`src/emcd_pkg.sv`:
```
package emcd_pkg;

   // Pipeline depth from accepted item to result strobe
   localparam int unsigned PIPE_DEPTH = 15;

   // Milliseconds per day over 1024, and its truncated reciprocal (Q40)
   localparam logic [16:0] DAY_DIV = 17'd84375;
   localparam logic [23:0] DAY_RCP = 24'((64'd1 << 40) / 64'd84375);

   // Rounded-up reciprocals; each shift covers the dividend width plus divisor bits
   localparam logic [24:0] RCP_125     = 25'(((64'd1 << 31) + 64'd124) / 64'd125);
   localparam logic [15:0] RCP_15_SOD  = 16'(((64'd1 << 19) + 64'd14) / 64'd15);
   localparam logic [9:0]  RCP_15_MOD  = 10'(((64'd1 << 13) + 64'd14) / 64'd15);
   localparam logic [22:0] RCP_ERA     = 23'(((64'd1 << 40) + 64'd146096) / 64'd146097);
   localparam logic [22:0] RCP_7       = 23'(((64'd1 << 25) + 64'd6) / 64'd7);
   localparam logic [16:0] RCP_365_DOE = 17'(((64'd1 << 25) + 64'd364) / 64'd365);
   localparam logic [16:0] RCP_9131    = 17'(((64'd1 << 30) + 64'd9130) / 64'd9131);
   localparam logic [18:0] RCP_365_YR  = 19'(((64'd1 << 27) + 64'd364) / 64'd365);
   localparam logic [7:0]  RCP_25      = 8'(((64'd1 << 12) + 64'd24) / 64'd25);
   localparam logic [11:0] RCP_153     = 12'(((64'd1 << 19) + 64'd152) / 64'd153);

   // Day count of 1970-01-01 relative to 0000-03-01, and era length
   localparam logic [21:0] EPOCH_SHIFT  = 22'd719468;
   localparam logic [17:0] DAYS_PER_ERA = 18'd146097;
   localparam logic [17:0] LAST_DOE     = 18'd146096;
   localparam logic [21:0] WDAY_SHIFT   = 22'd4;

   // Time-of-day fields and weekday, carried alongside the date stages
   typedef struct packed {
      logic [9:0] msec;
      logic [5:0] sec;
      logic [5:0] minute;
      logic [4:0] hour;
      logic [2:0] wday;
   } clock_fields_type;

   // First day of each month within a March-based year
   function automatic logic [8:0] month_start(input logic [3:0] mp);
      logic [8:0] ofs;
      case (mp)
         4'd0:    ofs = 9'd0;
         4'd1:    ofs = 9'd31;
         4'd2:    ofs = 9'd61;
         4'd3:    ofs = 9'd92;
         4'd4:    ofs = 9'd122;
         4'd5:    ofs = 9'd153;
         4'd6:    ofs = 9'd184;
         4'd7:    ofs = 9'd214;
         4'd8:    ofs = 9'd245;
         4'd9:    ofs = 9'd275;
         4'd10:   ofs = 9'd306;
         4'd11:   ofs = 9'd337;
         default: ofs = 9'd0;
      endcase
      return ofs;
   endfunction

endpackage

```
`src/epoch_ms_to_civil_date_top.sv`:
```
// Epoch millisecond count to broken-down UTC calendar time.
//
// Input: drive req_epoch_millis and raise start; the item is taken at a
// rising edge where start is high and busy is low. Results: one item per
// input, shown on the rsp_ ports for exactly one cycle with rsp_valid high.
// The receiver cannot hold results off, and none is needed.
//
// Throughput is one item per cycle while busy is low: every stage is a
// register slice of a fixed pipeline built around constant-reciprocal
// multipliers (day split, time-of-day split, era split, year-of-era,
// month).
//
// Reset clears every valid bit, so items in flight are dropped and no
// result appears. busy is high during reset and for the cycle after it,
// and low otherwise.
module epoch_ms_to_civil_date_top (
   input  logic        clock,
   input  logic        reset,
   input  logic        start,
   output logic        busy,
   input  logic [47:0] req_epoch_millis,
   output logic        rsp_valid,
   output logic [9:0]  rsp_millisecond,
   output logic [5:0]  rsp_second,
   output logic [5:0]  rsp_minute,
   output logic [4:0]  rsp_hour,
   output logic [2:0]  rsp_weekday,
   output logic [4:0]  rsp_day_of_month,
   output logic [3:0]  rsp_month,
   output logic [13:0] rsp_year
);

   localparam int unsigned CLK_DLY = 6;

   logic                             busy_ff;
   logic [emcd_pkg::PIPE_DEPTH-1:0]  vld_ff;
   logic                             accept;

   // Day split
   logic [47:0] x_ff;
   logic [45:0] day_prod;
   logic [21:0] qe_in, qe_ff, qe3_ff;
   logic [27:0] xl2_ff, xl3_ff;
   logic [17:0] prd_in, prd_ff;
   logic [17:0] r0, r1, r2;
   logic        c1, c2;
   logic [21:0] days_in, days_ff;
   logic [26:0] tod_in, tod_ff;

   // Time of day
   logic [48:0] sod_prod;
   logic [16:0] sod_in, sod5_ff;
   logic [9:0]  msl5_ff, ms_in, ms6_ff, ms7_ff;
   logic [30:0] mod_prod;
   logic [10:0] mod_in, mod6_ff;
   logic [5:0]  sod6_ff, sec_in, sec7_ff, mod7_ff;
   logic [18:0] hr_prod;
   logic [4:0]  hr_in, hr7_ff;
   emcd_pkg::clock_fields_type clk_in, clk8_ff;
   emcd_pkg::clock_fields_type clk_dly_ff [0:CLK_DLY-1];

   // Date
   logic [21:0] z5_ff, wv5_ff, z6_ff;
   logic [44:0] era_prod, wd_prod;
   logic [4:0]  era_in, era6_ff, era7_ff, era8_ff, era9_ff, era10_ff;
   logic [18:0] q7_in, q7_6_ff;
   logic [2:0]  wv6_ff, wd_in, wd7_ff;
   logic [17:0] doe_in, doe7_ff, doe8_ff, doe9_ff, doe10_ff, doe11_ff;
   logic [32:0] a_prod, b_prod;
   logic [6:0]  a_in, a8_ff;
   logic [2:0]  b_in, b8_ff;
   logic        c_in, c8_ff;
   logic [17:0] n_in, n9_ff;
   logic [36:0] yoe_prod;
   logic [8:0]  yoe_in, yoe10_ff;
   logic [14:0] cent_prod;
   logic [1:0]  cent;
   logic [17:0] yrd_in, yrd11_ff;
   logic [13:0] yr_in, yr11_ff, yr12_ff, yr13_ff, yr14_ff;
   logic [8:0]  doy_in, doy12_ff, doy13_ff, doy14_ff;
   logic [10:0] v_in, v13_ff;
   logic [22:0] mp_prod;
   logic [3:0]  mp_in, mp14_ff;

   // Output stage
   logic [4:0]  dom_in;
   logic [3:0]  mon_in;
   logic [13:0] year_in;
   logic [9:0]  out_ms_ff;
   logic [5:0]  out_sec_ff, out_min_ff;
   logic [4:0]  out_hr_ff, out_dom_ff;
   logic [2:0]  out_wd_ff;
   logic [3:0]  out_mon_ff;
   logic [13:0] out_year_ff;

   assign accept = start && !busy_ff;

   // Estimate whole days from the top bits of the count over 1024
   always_comb begin
      day_prod = 46'(x_ff[47:26]) * 46'(emcd_pkg::DAY_RCP);
      qe_in    = day_prod[45:24];
      prd_in   = 18'(qe_ff * 22'(emcd_pkg::DAY_DIV));
   end

   // Correct the estimate: it falls short by at most two days
   always_comb begin
      r0 = xl3_ff[27:10] - prd_ff;
      c1 = (r0 >= {1'b0, emcd_pkg::DAY_DIV});
      r1 = c1 ? r0 - {1'b0, emcd_pkg::DAY_DIV} : r0;
      c2 = (r1 >= {1'b0, emcd_pkg::DAY_DIV});
      r2 = c2 ? r1 - {1'b0, emcd_pkg::DAY_DIV} : r1;
      days_in = qe3_ff + 22'(c1) + 22'(c2);
      tod_in  = {r2[16:0], xl3_ff[9:0]};
   end

   // Split time of day into milliseconds, seconds, minutes and hours, packed with the weekday
   always_comb begin
      sod_prod = 49'(tod_ff[26:3]) * 49'(emcd_pkg::RCP_125);
      sod_in   = sod_prod[47:31];
      ms_in    = msl5_ff - 10'(sod5_ff * 17'd1000);
      mod_prod = 31'(sod5_ff[16:2]) * 31'(emcd_pkg::RCP_15_SOD);
      mod_in   = mod_prod[29:19];
      sec_in   = sod6_ff - 6'(mod6_ff * 11'd60);
      hr_prod  = 19'(mod6_ff[10:2]) * 19'(emcd_pkg::RCP_15_MOD);
      hr_in    = hr_prod[17:13];
      clk_in.msec   = ms7_ff;
      clk_in.sec    = sec7_ff;
      clk_in.minute = mod7_ff - (6'(hr7_ff) * 6'd60);
      clk_in.hour   = hr7_ff;
      clk_in.wday   = wd7_ff;
   end

   // Split days into era, day of era and weekday
   always_comb begin
      era_prod = 45'(z5_ff) * 45'(emcd_pkg::RCP_ERA);
      era_in   = era_prod[44:40];
      wd_prod  = 45'(wv5_ff) * 45'(emcd_pkg::RCP_7);
      q7_in    = wd_prod[43:25];
      doe_in   = 18'(z6_ff - (22'(era6_ff) * 22'(emcd_pkg::DAYS_PER_ERA)));
      wd_in    = wv6_ff - 3'(q7_6_ff * 19'd7);
   end

   // Year of era, day of year and month
   always_comb begin
      a_prod    = 33'(doe7_ff[17:2]) * 33'(emcd_pkg::RCP_365_DOE);
      a_in      = a_prod[31:25];
      b_prod    = 33'(doe7_ff[17:2]) * 33'(emcd_pkg::RCP_9131);
      b_in      = b_prod[32:30];
      c_in      = (doe7_ff == emcd_pkg::LAST_DOE);
      n_in      = doe8_ff - 18'(a8_ff) + 18'(b8_ff) - 18'(c8_ff);
      yoe_prod  = 37'(n9_ff) * 37'(emcd_pkg::RCP_365_YR);
      yoe_in    = yoe_prod[35:27];
      cent_prod = 15'(yoe10_ff[8:2]) * 15'(emcd_pkg::RCP_25);
      cent      = cent_prod[13:12];
      yrd_in    = (18'(yoe10_ff) * 18'd365) + 18'(yoe10_ff[8:2]) - 18'(cent);
      yr_in     = (14'(era10_ff) * 14'd400) + 14'(yoe10_ff);
      doy_in    = 9'(doe11_ff - yrd11_ff);
      v_in      = (11'(doy12_ff) * 11'd5) + 11'd2;
      mp_prod   = 23'(v13_ff) * 23'(emcd_pkg::RCP_153);
      mp_in     = mp_prod[22:19];
   end

   // Final date fields; January and February belong to the next year
   always_comb begin
      dom_in  = 5'(doy14_ff - emcd_pkg::month_start(mp14_ff) + 9'd1);
      mon_in  = (mp14_ff < 4'd10) ? mp14_ff + 4'd3 : mp14_ff - 4'd9;
      year_in = yr14_ff + 14'(mon_in <= 4'd2);
   end

   // Advance valid bits; hold busy through reset
   always_ff @(posedge clock) begin
      if (reset) begin
         busy_ff <= 1'b1;
         vld_ff  <= '0;
      end else begin
         busy_ff <= 1'b0;
         vld_ff  <= {vld_ff[emcd_pkg::PIPE_DEPTH-2:0], accept};
      end
   end

   // Advance payload every cycle
   always_ff @(posedge clock) begin
      x_ff     <= req_epoch_millis;
      qe_ff    <= qe_in;
      xl2_ff   <= x_ff[27:0];
      prd_ff   <= prd_in;
      qe3_ff   <= qe_ff;
      xl3_ff   <= xl2_ff;
      days_ff  <= days_in;
      tod_ff   <= tod_in;

      sod5_ff  <= sod_in;
      msl5_ff  <= tod_ff[9:0];
      z5_ff    <= days_ff + emcd_pkg::EPOCH_SHIFT;
      wv5_ff   <= days_ff + emcd_pkg::WDAY_SHIFT;

      ms6_ff   <= ms_in;
      sod6_ff  <= sod5_ff[5:0];
      mod6_ff  <= mod_in;
      era6_ff  <= era_in;
      z6_ff    <= z5_ff;
      q7_6_ff  <= q7_in;
      wv6_ff   <= wv5_ff[2:0];

      ms7_ff   <= ms6_ff;
      sec7_ff  <= sec_in;
      mod7_ff  <= mod6_ff[5:0];
      hr7_ff   <= hr_in;
      doe7_ff  <= doe_in;
      era7_ff  <= era6_ff;
      wd7_ff   <= wd_in;

      clk8_ff  <= clk_in;
      a8_ff    <= a_in;
      b8_ff    <= b_in;
      c8_ff    <= c_in;
      doe8_ff  <= doe7_ff;
      era8_ff  <= era7_ff;

      n9_ff    <= n_in;
      doe9_ff  <= doe8_ff;
      era9_ff  <= era8_ff;

      yoe10_ff <= yoe_in;
      doe10_ff <= doe9_ff;
      era10_ff <= era9_ff;

      yrd11_ff <= yrd_in;
      yr11_ff  <= yr_in;
      doe11_ff <= doe10_ff;

      doy12_ff <= doy_in;
      yr12_ff  <= yr11_ff;

      v13_ff   <= v_in;
      doy13_ff <= doy12_ff;
      yr13_ff  <= yr12_ff;

      mp14_ff  <= mp_in;
      doy14_ff <= doy13_ff;
      yr14_ff  <= yr13_ff;

      clk_dly_ff[0] <= clk8_ff;
      for (int i = 1; i < CLK_DLY; i++) begin
         clk_dly_ff[i] <= clk_dly_ff[i-1];
      end

      out_ms_ff   <= clk_dly_ff[CLK_DLY-1].msec;
      out_sec_ff  <= clk_dly_ff[CLK_DLY-1].sec;
      out_min_ff  <= clk_dly_ff[CLK_DLY-1].minute;
      out_hr_ff   <= clk_dly_ff[CLK_DLY-1].hour;
      out_wd_ff   <= clk_dly_ff[CLK_DLY-1].wday;
      out_dom_ff  <= dom_in;
      out_mon_ff  <= mon_in;
      out_year_ff <= year_in;
   end

   // Drive ports from the output stage
   assign busy             = busy_ff;
   assign rsp_valid        = vld_ff[emcd_pkg::PIPE_DEPTH-1];
   assign rsp_millisecond  = out_ms_ff;
   assign rsp_second       = out_sec_ff;
   assign rsp_minute       = out_min_ff;
   assign rsp_hour         = out_hr_ff;
   assign rsp_weekday      = out_wd_ff;
   assign rsp_day_of_month = out_dom_ff;
   assign rsp_month        = out_mon_ff;
   assign rsp_year         = out_year_ff;

`ifndef SYNTHESIS
   // Every accepted item comes out after the fixed latency
   a_latency: assert property (@(posedge clock) disable iff (reset)
      (start && !busy) |-> ##15 rsp_valid)
      else $error("accepted item did not produce a result on time");

   // Corrected day remainder stays within one day
   a_tod_range: assert property (@(posedge clock) disable iff (reset)
      vld_ff[3] |-> (tod_ff < 27'd86400000))
      else $error("time of day out of range after day correction");

   // Clock fields stay in range
   a_clock_range: assert property (@(posedge clock) disable iff (reset)
      rsp_valid |-> (rsp_millisecond < 10'd1000 && rsp_second < 6'd60 &&
                     rsp_minute < 6'd60 && rsp_hour < 5'd24 && rsp_weekday < 3'd7))
      else $error("time field out of range");

   // Date fields stay in range
   a_date_range: assert property (@(posedge clock) disable iff (reset)
      rsp_valid |-> (rsp_month >= 4'd1 && rsp_month <= 4'd12 &&
                     rsp_day_of_month >= 5'd1 && rsp_year >= 14'd1970))
      else $error("date field out of range");
`endif

endmodule

```
`config.mk`:
```
export PLATFORM = sky130hd
export DESIGN_NAME = epoch_ms_to_civil_date_top
export DESIGN_NICKNAME = d
export VERILOG_FILES = /design/src/emcd_pkg.sv /design/src/epoch_ms_to_civil_date_top.sv
export SDC_FILE = /design/constraint.sdc
export NUM_CORES = 2
export LEC_CHECK = 0
export BUFFER_PORTS_ARGS = -buffer_cell sky130_fd_sc_hd__buf_4
export CELL_PAD_IN_SITES_DETAIL_PLACEMENT = 0
export CELL_PAD_IN_SITES_GLOBAL_PLACEMENT = 1
export CORE_AREA = 2 2 554 556
export DETAILED_ROUTE_END_ITERATION = 10
export DIE_AREA = 0 0 556 558
export PLACE_DENSITY_LB_ADDON = 0.2
export SLEW_MARGIN = 10
export SYNTH_ARGS = -nofsm -noshare
export SYNTH_HDL_FRONTEND = slang
export SYNTH_SLANG_ARGS = --single-unit
export TNS_END_PERCENT = 10
```
`constraint.sdc`:
```
create_clock -name clock -period 9.6 [get_ports clock]
set_clock_uncertainty 0.1 [all_clocks]
set_input_delay 0.96 -clock clock [delete_from_list [all_inputs] [get_ports clock]]
set_output_delay 0.96 -clock clock [all_outputs]
set_load 0.02 [all_outputs]
```
* Word level (Yosys, flattened, before mapping)
Memories as Yosys holds them, arrays and structs flattened. A register that Yosys moved wholly into a read port is not among the register bits.
Cells that the tools add are included.
** Operators by class
- Equal/unequal tests :: 1
- Magnitude comparators :: 4
- Muxes and demuxes :: 4
- Reduce and logical (&&, ||, !) cells :: 2
- $mul :: 20
- Add/sub/neg operators :: 25
** Operators by type and width (number)
- $mul 24x24->47 const B :: 1
- $add 22x1->22 :: 2
- $mul 22x22->44 const B :: 1
- $mul 22x23->44 const B :: 1
- $mul 22x20->42 const B :: 1
- $ge 18x17->1 const B :: 2
- $sub 18x18->18 :: 2
- $mul 18x16->33 const B :: 1
- $mul 16x16->32 const B :: 1
- $mul 16x16->31 const B :: 1
- $mul 15x16->30 const B :: 1
- $mul 11x12->23 const B :: 1
- $add 22x20->22 const B :: 1
- $add 22x3->22 const B :: 1
- $mul 22x17->18 const B :: 1
- $mul 19x3->3 const B :: 1
- $add 18x3->18 :: 1
- $eq 18x18->1 const B :: 1
- $mul 5x18->18 const B :: 1
- $mul 9x10->18 const B :: 1
- $mux 18 :: 1
- $sub 18x1->18 :: 1
- $sub 18x17->18 const B :: 1
- $sub 18x7->18 :: 1
- 28 further kinds :: 29
** Word-level totals
- Output and inout port bits :: 55
- Word-level logic and storage cells :: 116
- Input bits :: 51
- Memory bits (read-only) :: 144
- Memories kept :: 2
- Bits in registers :: 677
- Memory bits (writable) :: 180
** Memory list
- clk_dly_ff :: depth 6, bits a word 30, rd ports 6, clocked after memory_dff 1, wr ports 6, line epoch_ms_to_civil_date_top.sv:60 : emcd_pkg::clock_fields_type clk_dly_ff [0:CLK_DLY-1];
- (name not given) :: depth 16, bits a word 9, rd ports 1, clocked after memory_dff 1, wr ports 0, line emcd_pkg.sv:40 : case (mp)

* Logic depth before layout (Yosys ltp)
- Depth in word-level cells :: 5
- Mapped depth :: 37
- Mapped depth without buffers :: 33

* Least setup slack after synthesis
No wires, ideal clock.
- Kind :: register -> register
- Start :: register xl3_ff[10]
- End :: register days_ff[16]
- Setup time :: 0.118 ns
- Cell stages (with the launch flop) :: 38
- Slack :: 2.650 ns
- Required time :: 9.382 ns
- Clock period less this slack :: 6.950 ns
- Path buffers :: 4
- Arrival time :: 6.732 ns
- Path through :: dfxtp_1 > inv_1 > ha_1 > fa_1 > inv_1 > ha_1 > buf_2 > nand3_1 > o311ai_1 > a211o_1 > and2_1 > o311a_1 > o311a_1 > o221ai_2 > nand3_2 > inv_2 > buf_2 > xnor2_1 > [... 2 more ...] > a41o_1 > o2111a_1 > o21a_1 > o21ai_2 > nand4b_1 > and2_1 > buf_6 > buf_6 > fa_1 > inv_1 > ha_1 > nand3_1 > nor2_1 > and3_1 > nor2b_1 > nor2b_1 > nand2_1 > xnor2_1
** Between the ends
- Word-level cells in the longest chain between the ends :: 5
- Elaborated cells between the ends (all ways) :: 7
- Those cells by class :: add/sub: 4; order compare: 2; mux: 1
** Ends and longest elaborated chain
- start, declared :: line epoch_ms_to_civil_date_top.sv:43 : logic [27:0] xl2_ff, xl3_ff;
- start signal, assigned :: line epoch_ms_to_civil_date_top.sv:188 : xl3_ff <= xl2_ff;
- $sub 18x18->18 * :: line epoch_ms_to_civil_date_top.sv:107 : r0 = xl3_ff[27:10] - prd_ff;
- $sub 18x17->18 or $ge 18x17->1 (tied branches) :: line epoch_ms_to_civil_date_top.sv:109, epoch_ms_to_civil_date_top.sv:108
- $mux 18 :: line epoch_ms_to_civil_date_top.sv:109 : r1 = c1 ? r0 - {1'b0, emcd_pkg::DAY_DIV} : r0;
- $ge 18x17->1 :: line epoch_ms_to_civil_date_top.sv:110 : c2 = (r1 >= {1'b0, emcd_pkg::DAY_DIV});
- $add 22x1->22 * :: line epoch_ms_to_civil_date_top.sv:112 : days_in = qe3_ff + 22'(c1) + 22'(c2);
- named net days_in[16] :: line epoch_ms_to_civil_date_top.sv:47 : logic [21:0] days_in, days_ff;
- end signal, assigned :: line epoch_ms_to_civil_date_top.sv:189 : days_ff <= days_in;
- end, declared :: line epoch_ms_to_civil_date_top.sv:47
The timed path passes the listed nets; every way through them passes the cells marked *.
A chain may end at the register's enable or synchronous reset.

* Final worst setup path
- Start :: register xl3_ff[10]
- End :: register days_ff[20]
The elaborated chain is that of the path after synthesis.

==> metrics.md <==
| Metric | Value |
|---|---|
| Die height | `around 560 um` |
| DR iter-0 viols | `around 1,200` |
| Synth warn | `0` |
| Post-synthesis sequential area ratio | `between 20 and 25%` |
| GRT busiest layer | `met2` |
| GP Congestion | `roughly 0.80` |
| Period utilisation layout | `between 80% and 90%` |
| Synth area leaders | `fa_1, ha_1, dfxtp_1` |
| Rows | `around 200` |
| First drt pass iteration count | `5` |
| Clk_lat worst skew | `0.85 ns` |
| Root buffer cell | `clkbuf_16` |
| CP arrival | `roughly 8.5 ns` |
| Synth area leader | `fa_1` |
| Post-cts gate resize count | `0` |
| Setup TNS Final | `0 ns` |
| Largest net degree at the start of global routing | `20` |
| Initial antenna violation count | `4` |
| Primary FF master, synth | `dfxtp_1` |
| RR Startpoint | `xl3_ff[10]$_DFF_P_` |
| Hold wc startpoint | `req_epoch_millis[27]` |
| Slowest stage delay, CP | `about 0.57 ns` |
| H-tree Lvls | `3` |
| Run status | `completed` |
| CTS Buf Count | `between 100 and 150` |
| Worst Path Max Fanout | `17` |
| Share of cells above drive strength 1 | `4.88%` |
| CTS Sinks | `869` |
| Async S/R FF share, synth | `0%` |
| FF+latch count, synth | `a little under 900` |
| Port Buffers | `approximately 110` |
| Worst EP required | `roughly 10 ns` |
| Mapped Avg Cell Area | `between 10 and 15 um^2` |
| Final core occ | `28.1%` |
| Met2 Usage GRT | `19.1%` |
| CTS max path bufs | `4` |
| Worst Tran Pin Value | `~1.1 ns` |
| Crit end category | `flop` |
| R2R setup slack | `1.68 ns` |
| Post-synth cell types | `80` |
| GR Util met3 | `~1.5%` |
| Grt total ovfl | `0` |
| Fin crit period | `between 7 and 8 ns` |
| Largest delay contributor family on the critical path | `simple AND/OR/NAND/NOR gates` |
| Starting density of the core | `roughly 25%` |
| Area growth, synth to finish | `12.7%` |
| Syn_nets | `9,616` |
| Die X | `between 500 and 600 um` |
| Hold slack | `between 0.15 and 0.2 ns` |
| Syn Inst Count | `around 6,800` |
| Reg2reg end | `days_ff[20]$_DFF_P_` |
| Class of the tightest hold or removal check | `in -> reg` |
| DRC Markers | `0` |
| Synth cell count leaders | `inv_1, ha_1, fa_1, dfxtp_1, xnor2_1` |
| Nets | `9,846` |
| Vias in the first global route | `just under 50,000` |
| Setup Crit Path Kind | `reg -> reg` |
| Crit path buf inv count | `4` |
| Wire per inst | `~15 um` |
| Startpoint types | `flop` |
| Slew Viols, Final | `0` |
| Slowest stage cell, crit path | `fa_1` |
| WHS Path Cells | `1` |
| RSZ-0062 raised after global routing | `no` |
| CTS tree | `built` |
| Cells on worst reg2reg path | `33` |
| Final Setup Violations | `0` |
| Met1 Resource Use GR | `14.9%` |
| Top-count cell post-synth | `inv_1` |
| ANT nets after route | `0` |
| Die footprint | `a little over 300,000 um^2` |
| Fmax achieved | `~0.13 GHz` |
| Area share of the largest cell type after synthesis | `27.9%` |
| Clock-pin slew on the worst setup and hold paths | `around 0.060 ns` |
| Fin. Hold Viols | `0` |
| Cell area after synthesis | `between 70,000 and 80,000 um^2` |
| Hpwl dp | `~140,000 um` |
| Post-synth EDFFs | `0` |
| Top-level I/O count | `about 110` |
| Hold endpoint | `x_ff[27]$_DFF_P_` |
| CORE AREA | `305,000 um^2` |
| Most used cell, CP | `ha_1` |
| Total routed wirelength | `166,000 um` |
| Number of max-cap violations | `0` |
| All-layer global routing usage | `between 10% and 20%` |
| Global-route wire length before repair | `~270,000 um` |
| Relative slew slack | `24.8%` |
| DR vias/cell | `3.95` |
| Via count | `approximately 44,000` |
==> repair_timing <==
action,in CTS,in global routing
setup buffers,0,0
hold buffers,3,0
hold endpoints to repair,3,0
==> worst max-delay path by stage <==
| stage | from | endpoint | slack (ns) | cells past startpoint |
|---|---|---|---|---|
| floorplan | xl3_ff[10]$_DFF_P_ | days_ff[16]$_DFF_P_ | 2.65 | 37 |
| global route | xl3_ff[10]$_DFF_P_ | days_ff[19]$_DFF_P_ | 0.97 | 30 |
| detailed placement | xl3_ff[10]$_DFF_P_ | days_ff[20]$_DFF_P_ | 1.65 | 33 |
| finish | xl3_ff[10]$_DFF_P_ | days_ff[20]$_DFF_P_ | 1.68 | 33 |
| global placement | xl3_ff[10]$_DFF_P_ | days_ff[20]$_DFF_P_ | 1.64 | 33 |
| CTS | xl3_ff[10]$_DFF_P_ | days_ff[20]$_DFF_P_ | 1.62 | 33 |
==> final cells by class <==
| cell class | instances | area, um^2 |
|---|---|---|
| clock buffer | 135 | 2940 |
| antenna | 1 | 2.50 |
| inverter | 1765 | 6630 |
| tap | 3997 | 5000 |
| fill | 31800 | 219000 |
| timing repair buffer | 135 | 1020 |
| multi-input combinational | 4185 | 51800 |
| clock inverter | 58 | 749 |
| sequential | 869 | 17400 |
==> placed cells by master, fill, tap and decap left out, types with 8 or more instances in the layout <==
cell type and count:
a211o_1 9, a211oi_1 9, a21o_1 113, a21oi_1 156
a31oi_1 18, a41o_1 8, and2_1 8, and3_1 27
buf_4 132, bufinv_16 13, clkbuf_1 12, clkbuf_16 107
clkbuf_8 16, clkinv_2 14, clkinv_4 8, clkinvlp_4 11
dfxtp_1 869, fa_1 1057, ha_1 1675, inv_1 1764
nand2_1 88, nand2b_1 31, nand3_1 49, nand4_1 21
nor2_1 135, nor2b_1 54, nor3_1 51, o21a_1 48
o21ai_0 86, o21bai_1 25, o31ai_1 8, or2_2 11
or3_1 12, xnor2_1 269, xor2_1 99
==> state kept, by name (all words and copies together) (netlist names), 21 cells and up, named ones only <==
name,flops
wv5_ff,22
xl2_ff,28
qe3_ff,21
x_ff,48
clk8_ff,30
qe_ff,22
tod_ff,27
clk_dly_ff,180
days_ff,22
xl3_ff,28
==> cells by family (layout without fill, tap and decap cells) <==
family                   Yosys count  in the layout  synth area share, %
AO/OA/AOI/OAI                    564            564                 4.98
buffers and inverters           1779           2093                 8.84
flip-flops                       869            869                 22.9
multiplexers                       5              5               0.0726
AND/OR/NAND/NOR                  516            516                 3.41
adder cells (fa/ha/maj)         2732           2732                 55.5
other                              0              1                    0
XOR/XNOR                         368            368                 4.25
==> layer usage <==
metal / vias to the layer above / wire length, um
met5: - / 0
met4: 0 / 3430
met3: 152 / 3900
met2: 358 / 79400
met1: 21500 / 78900
li1: 22000 / -
==> stage by stage <==
stage / worst slack, ns / instances / area [um^2]
after global routing: 0.966 / 11100 / 85500
after floorplan: 2.65 / 6833 / 75900
after global placement: 1.64 / 10900 / 81800
after CTS: 1.62 / 11100 / 85500
after detailed placement: 1.65 / 10900 / 81800
final: 1.68 / 11100 / 85500
Power is not shown: default switching activity piles up to over one toggle a cycle in this logic, so the estimate is an artifact.
